**src/rtl/cab_pkg.sv**
```systemverilog
// ----------------------------------------------------------------------------
// cab_pkg: shared types and constants of the collider axis bound block
// Shape classes, fixed-point widths and the item passed from front to back.
// ----------------------------------------------------------------------------
package cab_pkg;

    localparam int COORD_BITS    = 32;
    localparam int ROT_FRAC_BITS = 14;
    localparam int EXT_BITS      = 31;
    localparam int ROW_BITS      = 16;
    localparam int KIND_BITS     = 3;
    localparam int QUEUE_DEPTH   = 4;

    // Raw shape codes as they arrive on the input.
    localparam logic [KIND_BITS-1:0] KIND_BOX      = 3'd0;
    localparam logic [KIND_BITS-1:0] KIND_SPHERE   = 3'd1;
    localparam logic [KIND_BITS-1:0] KIND_CYLINDER = 3'd2;
    localparam logic [KIND_BITS-1:0] KIND_CAPSULE  = 3'd3;

    // Reach rule class after decoding.
    typedef logic [1:0] t_cls;
    localparam t_cls CLS_BOX    = 2'd0;
    localparam t_cls CLS_SPHERE = 2'd1;
    localparam t_cls CLS_CYL    = 2'd2;
    localparam t_cls CLS_CAPS   = 2'd3;

    typedef struct packed {
        t_cls                       cls;
        logic [EXT_BITS-1:0]        ext_x;
        logic [EXT_BITS-1:0]        ext_y;
        logic [EXT_BITS-1:0]        ext_z;
        logic signed [COORD_BITS-1:0] centre;
        logic [ROW_BITS-1:0]        mag_x;
        logic [ROW_BITS-1:0]        mag_y;
        logic [ROW_BITS-1:0]        mag_z;
    } t_item;

    // Handshake between a producer and the queue.
    typedef struct packed {
        logic  valid;
        t_item item;
    } t_push;

endpackage

```
**src/rtl/cab_front.sv**
```systemverilog
// ----------------------------------------------------------------------------
// cab_front: input stage
// Accepts a beat, decodes the shape class and forms the row magnitudes.
// ----------------------------------------------------------------------------
module cab_front (
    input  logic                                 i_clk,
    input  logic                                 i_rst_n,
    input  logic                                 i_valid,
    output logic                                 o_stall,
    input  logic [cab_pkg::KIND_BITS-1:0]        i_shape_kind,
    input  logic [cab_pkg::EXT_BITS-1:0]         i_ext_x,
    input  logic [cab_pkg::EXT_BITS-1:0]         i_ext_y,
    input  logic [cab_pkg::EXT_BITS-1:0]         i_ext_z,
    input  logic signed [cab_pkg::COORD_BITS-1:0] i_centre,
    input  logic signed [cab_pkg::ROW_BITS-1:0]  i_row_x,
    input  logic signed [cab_pkg::ROW_BITS-1:0]  i_row_y,
    input  logic signed [cab_pkg::ROW_BITS-1:0]  i_row_z,
    output cab_pkg::t_push                       o_push,
    input  logic                                 i_q_full
);

    logic            r_fv;
    cab_pkg::t_item  r_item;
    cab_pkg::t_item  n_item;
    logic            w_take;
    logic            w_push;

    function automatic logic [cab_pkg::ROW_BITS-1:0] row_mag(
        input logic signed [cab_pkg::ROW_BITS-1:0] v
    );
        return v[cab_pkg::ROW_BITS-1] ? cab_pkg::ROW_BITS'(-v) : v;
    endfunction

    assign w_push  = r_fv && !i_q_full;
    assign o_stall = r_fv && i_q_full;
    assign w_take  = i_valid && !o_stall;

    always_comb begin
        case (i_shape_kind)
            cab_pkg::KIND_SPHERE:   n_item.cls = cab_pkg::CLS_SPHERE;
            cab_pkg::KIND_CYLINDER: n_item.cls = cab_pkg::CLS_CYL;
            cab_pkg::KIND_CAPSULE:  n_item.cls = cab_pkg::CLS_CAPS;
            default:                n_item.cls = cab_pkg::CLS_BOX;
        endcase
        n_item.ext_x  = i_ext_x;
        n_item.ext_y  = i_ext_y;
        n_item.ext_z  = i_ext_z;
        n_item.centre = i_centre;
        n_item.mag_x  = row_mag(i_row_x);
        n_item.mag_y  = row_mag(i_row_y);
        n_item.mag_z  = row_mag(i_row_z);
    end

    always_ff @(posedge i_clk) begin
        if (!i_rst_n) begin
            r_fv <= 1'b0;
        end else if (w_take) begin
            r_fv <= 1'b1;
        end else if (w_push) begin
            r_fv <= 1'b0;
        end
    end

    always_ff @(posedge i_clk) begin
        if (w_take) begin
            r_item <= n_item;
        end
    end

    assign o_push.valid = w_push;
    assign o_push.item  = r_item;

endmodule

```
**config.mk**
```make
export PLATFORM = sky130hd
export DESIGN_NAME = cab_front
export DESIGN_NICKNAME = d
export VERILOG_FILES = /design/src/rtl/cab_pkg.sv /design/src/rtl/cab_front.sv
export SDC_FILE = /design/constraint.sdc
export NUM_CORES = 1
export LEC_CHECK = 0
export BUFFER_PORTS_ARGS = -buffer_cell sky130_fd_sc_hd__buf_2
export CORE_AREA = 2 2 139 141
export DETAILED_ROUTE_END_ITERATION = 6
export DIE_AREA = 0 0 141 143
export GPL_TIMING_DRIVEN = 0
export PLACE_DENSITY_LB_ADDON = 0.15
export SLEW_MARGIN = 10
export SYNTH_ARGS = -nofsm -noshare
export SYNTH_HDL_FRONTEND = slang
export SYNTH_SLANG_ARGS = --single-unit
```
**constraint.sdc**
```tcl
create_clock -name i_clk -period 12 [get_ports i_clk]
set_input_delay 1.8 -clock i_clk [delete_from_list [all_inputs] [get_ports i_clk]]
set_output_delay 1.8 -clock i_clk [all_outputs]
set_load 0.05 [all_outputs]
```
==> run metrics <==
status completed; overall routed net length 17.8 mm; leakage power 3.78 nW; Starting DRT DRC Count 163; CTS H-tree lvls 4; Worst-path clk slew 60 ps; DIE WIDTH 141 µm; top_reg_cell synth edfxtp_1; CTS tree yes; Crit-path slowest cell buf_2; WS Path Type in -> out; DRC 0; net count after synthesis 501; largest vdd supply drop 0.0929 mV; global-route wire length before repair 25.1 mm; CTS Hold Bufs 0; GRT Util Overall 16.9%; Setup WS pre-CTS 7810 ps; worst flop-to-flop path startpoint r_fv; RSZ-0062 raised after global routing no; share of Yosys cell area claimed by the top area cell type 82.5%; FF+latch area 5280 µm²; share of flip-flops with an asynchronous set or reset 0%; synth unique cells 27; Critical Path Source i_q_full; crit-path max cell delay 300 ps; Max Fanout on Critical Path 3; area of the multi-input gates 1010 µm²; IO Count 357; period utilisation layout 34.9%; post-layout util 49.3%; routed via count 4353; CP required 10200 ps; top-count cell post-synth edfxtp_1; hpwl dp 14.0 mm; fmax 0.239 GHz; die area 20200 µm²; Setup Fix Bufs, Post-CTS 0; yosys warns 0; WL/cell 18.7 µm; Final #Nets 882; initial antenna violation count 4; Post-Syn Area per Cell 20.0 µm²; Skew-Pair Late Insertion Delay 430 ps; dominant cells by area after synthesis edfxtp_1 83%, xnor2_1 5.2%, o41ai_2 2.3%, o31ai_1 1.7%, or4_1 0.94%; min-delay worst type reg -> reg; antenna-violating nets left 0; port bufs 356; clk root buf clkbuf_16; largest net degree at the start of global routing 35; critical path, cell by cell buf_2 > and2_1 > buf_2; Initial Util 34.3%; commonest cells in the netlist 175 x edfxtp_1, 38 x xnor2_1, 14 x o31ai_1; CTS Sinks 176; #FFs+latches synth 176; CP most frequent cell buf_2; Pre-Repair DR Iteration Count 5; CTS Buf Count 17; critical path startpoint category input pin; fraction of layout cells with a size suffix above 1 58.3%; worst setup margin 7810 ps; grt total ovfl 0; core box area 18600 µm²; Placer Congestion 0.803; number of global-route vias before repair 4211; Tmin final 4190 ps; Rel. slew slack 57.3%; worst hold path startpoint r_fv; cts repair resizes 0; Die Y 143 µm; cell count after synthesis 318; # rows 50; skew final 14.4 ps; sequential area share after synthesis 82.8%; Post-Syn Area 6370 µm²; total of max-cap violations 0; synth-to-layout area growth 43.8%; Fillers 1656; pin slew with the least headroom to its limit 639 ps; Slew Viols, Final 0; Final Hold Vio Count 0; Pwr per Cell Area 167 nW/µm²; hold slack 663 ps; CP Capture Type output port; Final Setup Violations 0; cell taking the most area after synthesis edfxtp_1; EDFF count, synth 175; Vias/cell 4.60; deepest clock path buffer count 2; Worst EP arrival 2390 ps
worst paths after layout:
| path | endpoint | slack (ps) | cells after the start |
|---|---|---|---|
| worst max-delay path | o_stall | 7810 | 3 |
| worst min-delay path | r_fv | 660 | 2 |
| worst max register to register | o_push[17] | 9970 | 5 |
| worst min register to register | r_fv | 660 | 2 |
kinds of logic after synthesis:
| logic type | after synthesis | share of synthesized area, % |
|---|---|---|
| AO/OA/AOI/OAI | 37 | 5.31 |
| AND/OR/NAND/NOR | 45 | 4.70 |
| adder cells (fa/ha/maj) | 3 | 0.590 |
| buffers and inverters | 19 | 1.34 |
| flip-flops | 176 | 82.8 |
| XOR/XNOR | 38 | 5.23 |
power by group:
part | internal [mW] | switching, mW | total (mW) | leakage, nW
combinational | 0.0665 | 0.196 | 0.262 | 1.80
clock | 0.276 | 0.257 | 0.533 | 0.277
sequential | 0.724 | 0.00890 | 0.733 | 1.70
total | 1.07 | 0.461 | 1.53 | 3.78
flip-flops by register name, indices dropped and copies added, names as in the netlist:
name / flops
o_push: 175
r_fv: 1
critical path, delay by kind of cell:
| kind | cells | cell delay (ps) |
|---|---|---|
| and+or+nand+nor | 1 | 200 |
| buffers and inverters | 2 | 390 |
per-stage QoR:
| stage | cells | power [mW] | TNS (ps) | instance area (µm²) |
|---|---|---|---|---|
| after global routing | 946 | 1.58 | 0 | 9160 |
| after floorplan | 318 | 0.929 | 0 | 6370 |
| after detailed placement | 914 | 1.01 | 0 | 8580 |
| final | 947 | 1.53 | 0 | 9160 |
| after CTS | 946 | 1.55 | 0 | 9160 |
| after global placement | 908 | 1.01 | -249130 | 8440 |
final cells by class:
type	instances	area share, %
antenna	1	0.0273
sequential	176	57.6
timing repair buffer	362	20.9
clock inverter	15	1.58
inverter	6	0.246
buffer	13	0.683
clock buffer	17	4.65
multi-input combinational	123	11.1
tap	234	3.20
metal layers:
layer  up-vias  track usage [%]  wire length [µm]  share of wire, %
li1       2021                -                 -                 -
met1      2099             19.3              6670                38
met2       199             29.2              9270                52
met3        28             6.34              1460               8.2
met4         6             6.11               310               1.7
met5         -                0                44              0.25
cells in the final DEF (no fill, tap or decap), types with 5 or more instances in the layout:
master	Yosys	layout
buf_2	2	358
clkbuf_1	9	9
clkbuf_16	0	17
edfxtp_1	175	175
inv_1	6	6
inv_8	0	5
nand2_1	6	6
nand2b_1	6	6
o21ai_0	9	9
o31ai_1	14	14
o41ai_2	9	9
or3_1	6	6
or4_1	8	8
xnor2_1	38	38
Note: power is estimated with default switching activity, not from simulation.
