## src/rtl/cab_pkg.sv

```systemverilog
// ----------------------------------------------------------------------------
// cab_pkg: shared types and constants of the collider axis bound block
// Shape classes, fixed-point widths and the item passed from front to back.
// ----------------------------------------------------------------------------
package cab_pkg;

    localparam int COORD_BITS    = 32;
    localparam int ROT_FRAC_BITS = 14;
    localparam int EXT_BITS      = 31;
    localparam int ROW_BITS      = 16;
    localparam int KIND_BITS     = 3;
    localparam int QUEUE_DEPTH   = 4;

    // Raw shape codes as they arrive on the input.
    localparam logic [KIND_BITS-1:0] KIND_BOX      = 3'd0;
    localparam logic [KIND_BITS-1:0] KIND_SPHERE   = 3'd1;
    localparam logic [KIND_BITS-1:0] KIND_CYLINDER = 3'd2;
    localparam logic [KIND_BITS-1:0] KIND_CAPSULE  = 3'd3;

    // Reach rule class after decoding.
    typedef logic [1:0] t_cls;
    localparam t_cls CLS_BOX    = 2'd0;
    localparam t_cls CLS_SPHERE = 2'd1;
    localparam t_cls CLS_CYL    = 2'd2;
    localparam t_cls CLS_CAPS   = 2'd3;

    typedef struct packed {
        t_cls                       cls;
        logic [EXT_BITS-1:0]        ext_x;
        logic [EXT_BITS-1:0]        ext_y;
        logic [EXT_BITS-1:0]        ext_z;
        logic signed [COORD_BITS-1:0] centre;
        logic [ROW_BITS-1:0]        mag_x;
        logic [ROW_BITS-1:0]        mag_y;
        logic [ROW_BITS-1:0]        mag_z;
    } t_item;

    // Handshake between a producer and the queue.
    typedef struct packed {
        logic  valid;
        t_item item;
    } t_push;

endpackage

```

## src/rtl/cab_queue.sv

```systemverilog
// ----------------------------------------------------------------------------
// cab_queue: decoupling queue
// A short FIFO of decoded items between the front and the back.
// ----------------------------------------------------------------------------
module cab_queue (
    input  logic            i_clk,
    input  logic            i_rst_n,
    input  cab_pkg::t_push  i_push,
    output logic            o_full,
    input  logic            i_pop,
    output logic            o_nonempty,
    output cab_pkg::t_item  o_item
);

    localparam int PW = $clog2(cab_pkg::QUEUE_DEPTH);

    cab_pkg::t_item r_mem [cab_pkg::QUEUE_DEPTH];
    logic [PW-1:0]  r_wptr;
    logic [PW-1:0]  r_rptr;
    logic [PW:0]    r_count;
    logic           w_pop;

    assign o_full     = (r_count == (PW+1)'(cab_pkg::QUEUE_DEPTH));
    assign o_nonempty = (r_count != '0);
    assign w_pop      = i_pop && o_nonempty;
    assign o_item     = r_mem[r_rptr];

    always_ff @(posedge i_clk) begin
        if (!i_rst_n) begin
            r_wptr  <= '0;
            r_rptr  <= '0;
            r_count <= '0;
        end else begin
            if (i_push.valid) begin
                r_wptr <= r_wptr + 1'b1;
            end
            if (w_pop) begin
                r_rptr <= r_rptr + 1'b1;
            end
            if (i_push.valid && !w_pop) begin
                r_count <= r_count + 1'b1;
            end else if (!i_push.valid && w_pop) begin
                r_count <= r_count - 1'b1;
            end
        end
    end

    always_ff @(posedge i_clk) begin
        if (i_push.valid) begin
            r_mem[r_wptr] <= i_push.item;
        end
    end

endmodule

```

## config.mk

```make
export PLATFORM = sky130hd
export DESIGN_NAME = cab_queue
export DESIGN_NICKNAME = d
export VERILOG_FILES = /design/src/rtl/cab_pkg.sv /design/src/rtl/cab_queue.sv
export SDC_FILE = /design/constraint.sdc
export NUM_CORES = 1
export LEC_CHECK = 0
export ABC_CLOCK_PERIOD_IN_PS = 7850
export BUFFER_PORTS_ARGS = -buffer_cell sky130_fd_sc_hd__buf_2
export CAP_MARGIN = 20
export CORE_MARGIN = 2
export CORE_UTILIZATION = 57
export CTS_CLUSTER_SIZE = 12
export DETAILED_ROUTE_END_ITERATION = 7
export PLACE_DENSITY = 0.79
export SETUP_SLACK_MARGIN = 0.1
export SLEW_MARGIN = 40
export SYNTH_ARGS = -nofsm -noshare
export SYNTH_HDL_FRONTEND = slang
export SYNTH_SLANG_ARGS = --single-unit
```

## constraint.sdc

```tcl
create_clock -name i_clk -period 7.85 [get_ports i_clk]
set_clock_uncertainty 0.15 [all_clocks]
set_input_delay 1.1775 -clock i_clk [delete_from_list [all_inputs] [get_ports i_clk]]
set_output_delay 1.1775 -clock i_clk [all_outputs]
set_load 0.05 [all_outputs]
```

==> metrics, run 1 <==
outcome=completed; post-CTS setup buffers=0; Mapped Area=25700 um^2; Vias=11600; path class of the lowest-slack min-delay path=reg -> reg; antenna violations before repair=13; gate family responsible for the most delay along the worst path=buffers and inverters; Cell Area, Placed=28200 um^2; final count of hold timing violations=0; clock latency at the later pin of the worst-skew pair=580 ps; maximum achievable frequency=256 MHz; floorplan core area=44400 um^2; source of the worst hold timing path=r_count[2]; number of synthesized flops with an enable pin=700; dominant cell by count in the synthesized netlist=edfxtp_1; average vias per placed instance=5.80; Synth warnings=0; global route overflow=0; cell at the root of the clock tree=clkbuf_16; post-synth top area cell=edfxtp_1; RSZ-0062 raised after global routing=no; number of resized instances in the post-cts repair step=0; worst flop-to-flop path startpoint=r_wptr[0]; worst slew pin tran=820 ps; die span in y=216 um; number of standard-cell rows in the floorplan=77; number of slew-limit violations in the final report=0; count of TritonRoute iterations in the first routing pass=7; largest buffer count on any clock path=3; largest cells by area after synthesis=edfxtp_1, mux4_2, buf_6; worst endpoint required time=6520 ps; via count of the first global-routing pass=12300; CTS hold repair buffers=0; TritonCTS clock tree=built; final-layout setup total negative slack=0 ps; clock period minus worst slack=3900 ps; global-route wire length before repair=74500 um; synthesized netlist cell count=957; Static Leakage=10.1 nW; total of flip-flops plus latches after synthesis=709; Seq/Total Area, Yosys=0.824; cell-by-cell trace of the critical path=buf_6 -> mux4_2 -> buf_2; commonest cells in the synthesized netlist=edfxtp_1, mux4_2, buf_6; antenna violation net count after detailed routing=0; cell with the largest stage delay on the worst path=mux4_2; Total Die Area=46900 um^2; synthesized area per cell=26.9 um^2; final instance area=30300 um^2; maximum single-stage delay on the critical path=640 ps; peak supply drop=0.283 mV; Power Density=349 nW/um^2; Die W=216 um; Max-Cap Viols=0; Buf+Inv Stages, Crit Path=2; maximum fanout along the worst path=50; largest net degree at the start of global routing=95; Max transition margin=0.454; starting density of the core=0.579; path type of the worst setup path=reg -> out; placed wire-length estimate=29300 um; startpoint kind of the worst setup timing path=flip-flop; CTS H-tree lvls=3; Placer Congestion=0.745; Remaining DRCs=0; fraction of final layout cells with drive strength greater than 1=0.455; number of clock sinks seen by CTS=709; ratio of final minimum period to clock period=0.497; top flip-flop cell by instance count after synthesis=edfxtp_1; IO Count=356; WL per Instance=24.8 um; Yosys top cell area share=0.817; Layout Nets=1552; synth-to-layout area growth=17.8%; fraction of synthesis flops using an asynchronous set or reset pin=0; # setup viols final=0; DRT iter0 DRCs=842; count of buffers inserted at the top-level ports=355; nature of the critical path endpoint=primary output; overall routed net length=49700 um; # fillers=2646; GRT Util Overall=0.216; Mapped Nets=1142; clock-pin slew of the registers on the worst-case setup and hold paths=50 ps; arrival time of the worst setup path=2580 ps; count of distinct cell types in the synthesized netlist=23; CTS buffer count=72
[flip-flops by register name (all words and copies together), names as in the netlist, named ones only]
signal / cells
r_count: 3
r_mem: 700
r_wptr: 2
r_rptr: 2
[power breakdown]
| part | switching, mW | internal, mW | total [mW] |
|---|---|---|---|
| combinational | 2.14 | 0.960 | 3.11 |
| clock | 1.28 | 1.76 | 3.04 |
| sequential | 0.0718 | 4.36 | 4.44 |
[tightest hold or removal path: cells and delay by family, from the launching register on]
kind,cells,cell delay [ps]
AO/OA/AOI/OAI,2,160
flip-flops,1,340
[cell usage in the layout (no fill, tap or decap), types with 3 or more instances in the layout]
| cell | instances |
|---|---|
| and2_1 | 5 |
| and2_4 | 4 |
| buf_12 | 9 |
| buf_2 | 355 |
| buf_4 | 3 |
| buf_6 | 7 |
| clkbuf_1 | 22 |
| clkbuf_16 | 75 |
| clkinv_1 | 6 |
| clkinv_2 | 4 |
| dfxtp_1 | 7 |
| diode_2 | 4 |
| edfxtp_1 | 700 |
| ha_1 | 5 |
| inv_1 | 3 |
| inv_6 | 3 |
| mux4_2 | 175 |
| xnor2_1 | 3 |
[through the flow]
stage	util	instances	power [mW]	setup slack [ps]	hold WS, ps
global route	0.682	1998	10.9	3760	447
floorplan	-	957	7.04	1990	340
finish	0.683	2000	10.6	3950	403
detailed placement	0.635	1884	7.65	4340	398
global placement	0.632	1878	7.60	3880	367
CTS	0.682	1995	10.7	3690	410
[final timing paths]
check	endpoint	slack, ps	depth (start not counted)
hold reg to reg	r_count[2]	400	2
setup / recovery	o_item[38]	3950	3
setup reg to reg	r_mem[3][162]	5360	3
hold / removal	r_count[2]	400	2
[layer usage]
layer / track usage / up-vias / share of wire
met3: 0.0705 / 111 / 0.081
met5: 0 / - / 0.0016
li1: - / 4974 / -
met4: 0.0733 / 14 / 0.029
met1: 0.277 / 6057 / 0.38
met2: 0.352 / 453 / 0.51
[logic make-up after synthesis]
group / share of synthesized area
XOR/XNOR: 0.00170
AO/OA/AOI/OAI: 0.00112
buffers and inverters: 0.0126
adder cells (fa/ha/maj): 0.00321
AND/OR/NAND/NOR: 0.00345
flip-flops: 0.824
multiplexers: 0.154
[area by class of cell]
type	instances	area [um^2]	share of cell area
tap	592	741	0.0244
sequential	709	21200	0.700
clock buffer	97	1960	0.0646
timing repair buffer	375	2070	0.0683
antenna	4	10.0	0.000330
inverter	3	11.3	0.000371
multi-input combinational	206	4220	0.139
clock inverter	14	98.8	0.00326
Power figures use the tool's default switching activity.
==> inputs of run 2 (changes only) <==
- ABC_AREA: unset -> 1
- ABC_CLOCK_PERIOD_IN_PS: 7850 -> 3800
- clock period: 7.85 -> 3.8 ns (I/O delays scaled with it)
==> run 2 against run 1 <==
- sequential power increased by 110%
- register-to-register slack got worse by 3700 ps
- via count increased by 43%
- power increased by 110%
==> metrics, run 2 <==
synthesized netlist cell count=1755; final instance area=31700 um^2; Vias=16600; Static Leakage=11.1 nW; cells on worst reg2reg path=5; number of slew-limit violations in the final report=0; leading cell types in the layout, fill and taps excluded=edfxtp_1, nor2_1, buf_2; Cell Area, Placed=28800 um^2; largest registers=r_mem x700, r_count x3; post-synth top area cell=edfxtp_1; clock-pin slew of the registers on the worst-case setup and hold paths=60 ps; peak supply drop=0.545 mV; Remaining DRCs=0; number of flip-flops under the largest register name=700; cell-by-cell trace of the critical path=clkinv_8 -> buf_4 -> nor2_1 -> o22ai_1 -> buf_2; path class of the lowest-slack min-delay path=in -> reg; Max-Cap Viols=0; Mapped Nets=1940; number of synthesized flops with an enable pin=700; overall routed net length=60200 um; RSZ-0062 raised after global routing=no; CTS H-tree lvls=3; Layout Nets=2365; maximum single-stage delay on the critical path=420 ps; cell at the root of the clock tree=clkbuf_16; share of total power consumed by net switching=0.366; antenna violations before repair=12; starting density of the core=0.580; largest cells by area after synthesis=edfxtp_1, nor2_1, o21ai_0; nature of the critical path endpoint=primary output; count of buffers inserted at the top-level ports=355; CTS buffer count=72; number of standard-cell rows in the floorplan=78; via count of the first global-routing pass=16500; final hold slack=31.0 ps; fraction of synthesis flops using an asynchronous set or reset pin=0; global-route wire length before repair=90000 um; worst endpoint required time=3080 ps; path type of the worst setup path=reg -> out; floorplan core area=45600 um^2; Max transition margin=0.405; WL per Instance=21.3 um; arrival time of the worst setup path=2660 ps; clock latency at the later pin of the worst-skew pair=600 ps; synth-to-layout area growth=20.1%; register with the most flip-flops=r_mem; share of total power in the clock network=0.290; TritonCTS clock tree=built; cell with the largest stage delay on the worst path=buf_4; average vias per placed instance=5.85; outcome=completed; global route overflow=0; synthesized area per cell=15.1 um^2; ratio of final minimum period to clock period=0.888; final-layout setup total negative slack=0 ps; startpoint kind of the worst setup timing path=flip-flop; Worst Hold Path Cells=1; count of TritonRoute iterations in the first routing pass=7; dominant cell by count in the synthesized netlist=edfxtp_1; Mapped Area=26400 um^2; Power Density=703 nW/um^2; fraction of final layout cells with drive strength greater than 1=0.223; worst slew pin tran=893 ps; IO Count=356; total of flip-flops plus latches after synthesis=709; Placer Congestion=0.795; antenna violation net count after detailed routing=0; commonest cells in the synthesized netlist=edfxtp_1, nor2_1, o21ai_0; largest buffer count on any clock path=3; post-CTS setup buffers=0; most common cell after layout, fill and taps aside=edfxtp_1; top flip-flop cell by instance count after synthesis=edfxtp_1; net load switching power=8.16 mW; Int Power=14.1 mW; Yosys top cell area share=0.796; clock period minus worst slack=3380 ps; Total Die Area=48100 um^2; Seq/Total Area, Yosys=0.803; GRT Util Overall=0.247; number of clock sinks seen by CTS=709; Synth warnings=0; maximum fanout along the worst path=147; final count of hold timing violations=0; Die W=219 um; placed wire-length estimate=33500 um; maximum achievable frequency=296 MHz; # setup viols final=0; DRT iter0 DRCs=1761; largest net degree at the start of global routing=183; die span in y=219 um; sequential power share=0.409; Gate power share=0.302; count of distinct cell types in the synthesized netlist=23
==> run 2: per-stage QoR <==
step                 util  power (mW)  instances  setup WS (ps)
floorplan               -        14.4       1755           47.3
global placement    0.632        15.7       2630           1140
detailed placement  0.632        15.9       2630           1100
CTS                 0.695        22.4       2817            407
global route        0.696        23.1       2826            284
finish              0.696        22.3       2830            425
==> run 2: repair_timing <==
item,4_1_cts,5_1_grt
resized for setup,0,0
hold buffers,75,0
hold endpoints to repair,267,0
==> run 2: area by class of cell <==
class | count | area (um^2)
flip-flops and latches | 709 | 21200
fillers | 2831 | 13900
multi-input cells | 915 | 4480
repair buffers | 466 | 3040
clock buffers | 97 | 2000
well taps | 600 | 751
clock inverters | 15 | 97.6
inverters | 16 | 95.1
diodes | 12 | 30.0
==> run 2: power by group through the flow <==
stage | Clock [mW] | Combinational [mW] | Sequential [mW]
after floorplan | 0 | 5.12 | 9.23
after global placement | 0 | 6.50 | 9.25
after detailed placement | 0 | 6.63 | 9.27
after CTS | 6.54 | 6.72 | 9.10
after global routing | 6.85 | 7.11 | 9.13
final | 6.45 | 6.73 | 9.11
==> run 2: cells by family (layout without fill, tap and decap cells) <==
logic type / count (synthesis) / in the layout / share of synthesized area
AO/OA/AOI/OAI: 533 / 533 / 0.109
XOR/XNOR: 1 / 1 / 0.000332
adder cells (fa/ha/maj): 6 / 6 / 0.00313
buffers and inverters: 131 / 594 / 0.0311
flip-flops: 709 / 709 / 0.803
other: 0 / 12 / 0
AND/OR/NAND/NOR: 375 / 375 / 0.0535
==> run 2: metal layers <==
layer | global-route usage | wire length (um) | vias to the layer above
met4 | 0.105 | 1790 | 2
met3 | 0.0681 | 5610 | 125
met5 | 0 | 7 | -
met1 | 0.307 | 23000 | 8117
met2 | 0.409 | 29800 | 787
li1 | - | - | 7519
==> run 2: critical path: cells and delay by family (launching register included) <==
| kind | cells | cell delay [ps] |
|---|---|---|
| buffers and inverters | 3 | 1150 |
| flip-flops | 1 | 380 |
| AND/OR/NAND/NOR | 1 | 100 |
| AO/OA/AOI/OAI | 1 | 270 |
==> run 2: final timing paths <==
path | startpoint | end | slack (ps)
setup / recovery | flip-flop | o_item[129] | 420
hold / removal | i_push[119] | r_mem[2][119] | 30
setup reg to reg | r_wptr[0] | r_mem[2][30] | 1660
hold reg to reg | r_rptr[0] | flip-flop | 350
==> inputs of run 3 (changes only) <==
- ABC_AREA: 1 -> unset
- REMOVE_ABC_BUFFERS: unset -> 1
==> run 3 against run 2 <==
- sequential share of layout area up 2.5 points
- worst setup slack better by 95 ps
- final area down 3.7%
- worst hold slack better by 9.5 ps
- largest cell class unchanged
- sequential power up 1%
- die area down 2.5%
- global-route usage down 2.0 points
- combinational power down 4.3%
- non-clock buffer count down 76
- critical path depth down 2
- highest routed layer unchanged
- routed wire length down 13%
- clock power down 1%
==> metrics, run 3 (synthesis gave the netlist of run 1 again) <==
outcome=completed; cell with the largest stage delay on the worst path=dfxtp_4; average vias per placed instance=5.83; placed wire-length estimate=30800 um; cell at the root of the clock tree=clkbuf_16; RSZ-0062 raised after global routing=no; post-placement setup slack=1050 ps; maximum single-stage delay on the critical path=710 ps; register with the most flip-flops=r_mem; number of clock sinks seen by CTS=709; cell-by-cell trace of the critical path=buf_4 -> mux4_2 -> buf_2; starting density of the core=0.579; setup slack of the most critical reg-to-reg path=1500 ps; Placer Congestion=0.774; CTS buffer count=72; startpoint kind of the worst setup timing path=flip-flop; Layout Nets=1567; number of standard-cell rows in the floorplan=77; nature of the critical path endpoint=primary output; GRT Util Overall=0.227; worst slew pin tran=748 ps; clock period minus worst slack=3280 ps; Max-Cap Viols=0; WL per Instance=25.9 um; CTS H-tree lvls=3; register cell area after layout=21200 um^2; DRT iter0 DRCs=1024; GRT met1 Usage=0.293; Total Die Area=46900 um^2; GRT Max-Usage Layer=met2; floorplan core area=44400 um^2; global-route wire length before repair=78000 um; Remaining DRCs=0; antenna violation net count after detailed routing=0; count of buffers inserted at the top-level ports=355; arrival time of the worst setup path=2560 ps; Power Density=722 nW/um^2; setup slack after layout=520 ps; most common cell after layout, fill and taps aside=edfxtp_1; synth-to-layout area growth=18.7%; fraction of final layout cells with drive strength greater than 1=0.458; path type of the worst setup path=reg -> out; antenna violations before repair=18; largest net degree at the start of global routing=105; global-route track usage on met2=0.373; Static Leakage=10.2 nW; overall routed net length=52200 um; final hold slack=40.5 ps; TritonCTS clock tree=built; number of slew-limit violations in the final report=0; global route overflow=0; final instance area=30600 um^2; # setup viols final=0; Max transition margin=0.501; gate family responsible for the most delay along the worst path=flip-flops; die span in y=216 um; largest buffer count on any clock path=3; clock latency at the later pin of the worst-skew pair=590 ps; peak supply drop=0.534 mV; M3 GR Usage=0.0674; largest registers=r_mem x700, r_count x3; IO Count=356; clock-pin slew of the registers on the worst-case setup and hold paths=60 ps; count of TritonRoute iterations in the first routing pass=5; utilization after layout=0.688; number of flip-flops under the largest register name=700; leading cell types in the layout, fill and taps excluded=edfxtp_1, buf_2, mux4_2; Die W=216 um; # fillers=2633; final count of hold timing violations=0; footprint of the multi-input gates=4220 um^2; post-CTS setup buffers=0; power consumption=22.1 mW; worst endpoint required time=3080 ps; number of resized instances in the post-cts repair step=0; maximum fanout along the worst path=26; Vias=11800; ratio of final minimum period to clock period=0.863; Buf+Inv Stages, Crit Path=2; Cell Area, Placed=28400 um^2; via count of the first global-routing pass=12700; maximum achievable frequency=305 MHz; path class of the lowest-slack min-delay path=in -> reg
-- run 3: cell count changes in the layout (fill, tap and decap cells not counted), moves of 5 or more --
cell           change
inv_1              -5
nand2_1           -11
nor2_1           -356
o22ai_1          -175
o21ai_1          -115
mux4_2           +175
a21oi_1            -5
and2_1             +5
dlygate4sd3_1     -70
o21ai_0          -237
-- run 3: final cells by class --
type,count,share of cell area
multi-input combinational,206,0.138
tap,592,0.0242
sequential,709,0.694
timing repair buffer,390,0.0741
inverter,3,0.000369
clock inverter,12,0.00283
clock buffer,98,0.0656
antenna,8,0.000655
-- run 3: final timing paths --
kind,end,cells after the start,from
max,o_item[172],3,flip-flop
min,r_mem[1][128],1,i_push[128]
max reg2reg,r_count[2],7,r_count[0]
min reg2reg,r_count[2],2,r_count[2]
-- run 3: per-stage QoR --
stage / setup TNS, ps / cells
2_1_floorplan: -1916430 / 918
3_3_place_gp: 0 / 1894
3_5_place_dp: 0 / 1894
4_1_cts: 0 / 2009
5_1_grt: 0 / 2015
6_report: 0 / 2018
-- run 3: what timing repair did --
| item | CTS | global route |
|---|---|---|
| endpoints found under the hold margin | 16 | 0 |
| endpoints found under the setup margin | 0 | 0 |
| hold buffers | 5 | 0 |
-- run 3: per-layer routing --
| metal | vias up | share of wire | routed length, um |
|---|---|---|---|
| li1 | 5007 | - | - |
| met3 | 87 | 0.084 | 4390 |
| met5 | - | 0.0024 | 125 |
| met4 | 20 | 0.022 | 1130 |
| met2 | 519 | 0.52 | 27000 |
| met1 | 6138 | 0.38 | 19600 |
-- run 3: power by group --
| group | leakage [nW] | total (mW) | switching, mW | internal (mW) |
|---|---|---|---|---|
| clock | 1.02 | 6.38 | 2.66 | 3.72 |
| combinational | 2.68 | 6.44 | 4.40 | 2.04 |
| sequential | 6.50 | 9.24 | 0.228 | 9.01 |
| total | 10.2 | 22.1 | 7.29 | 14.8 |
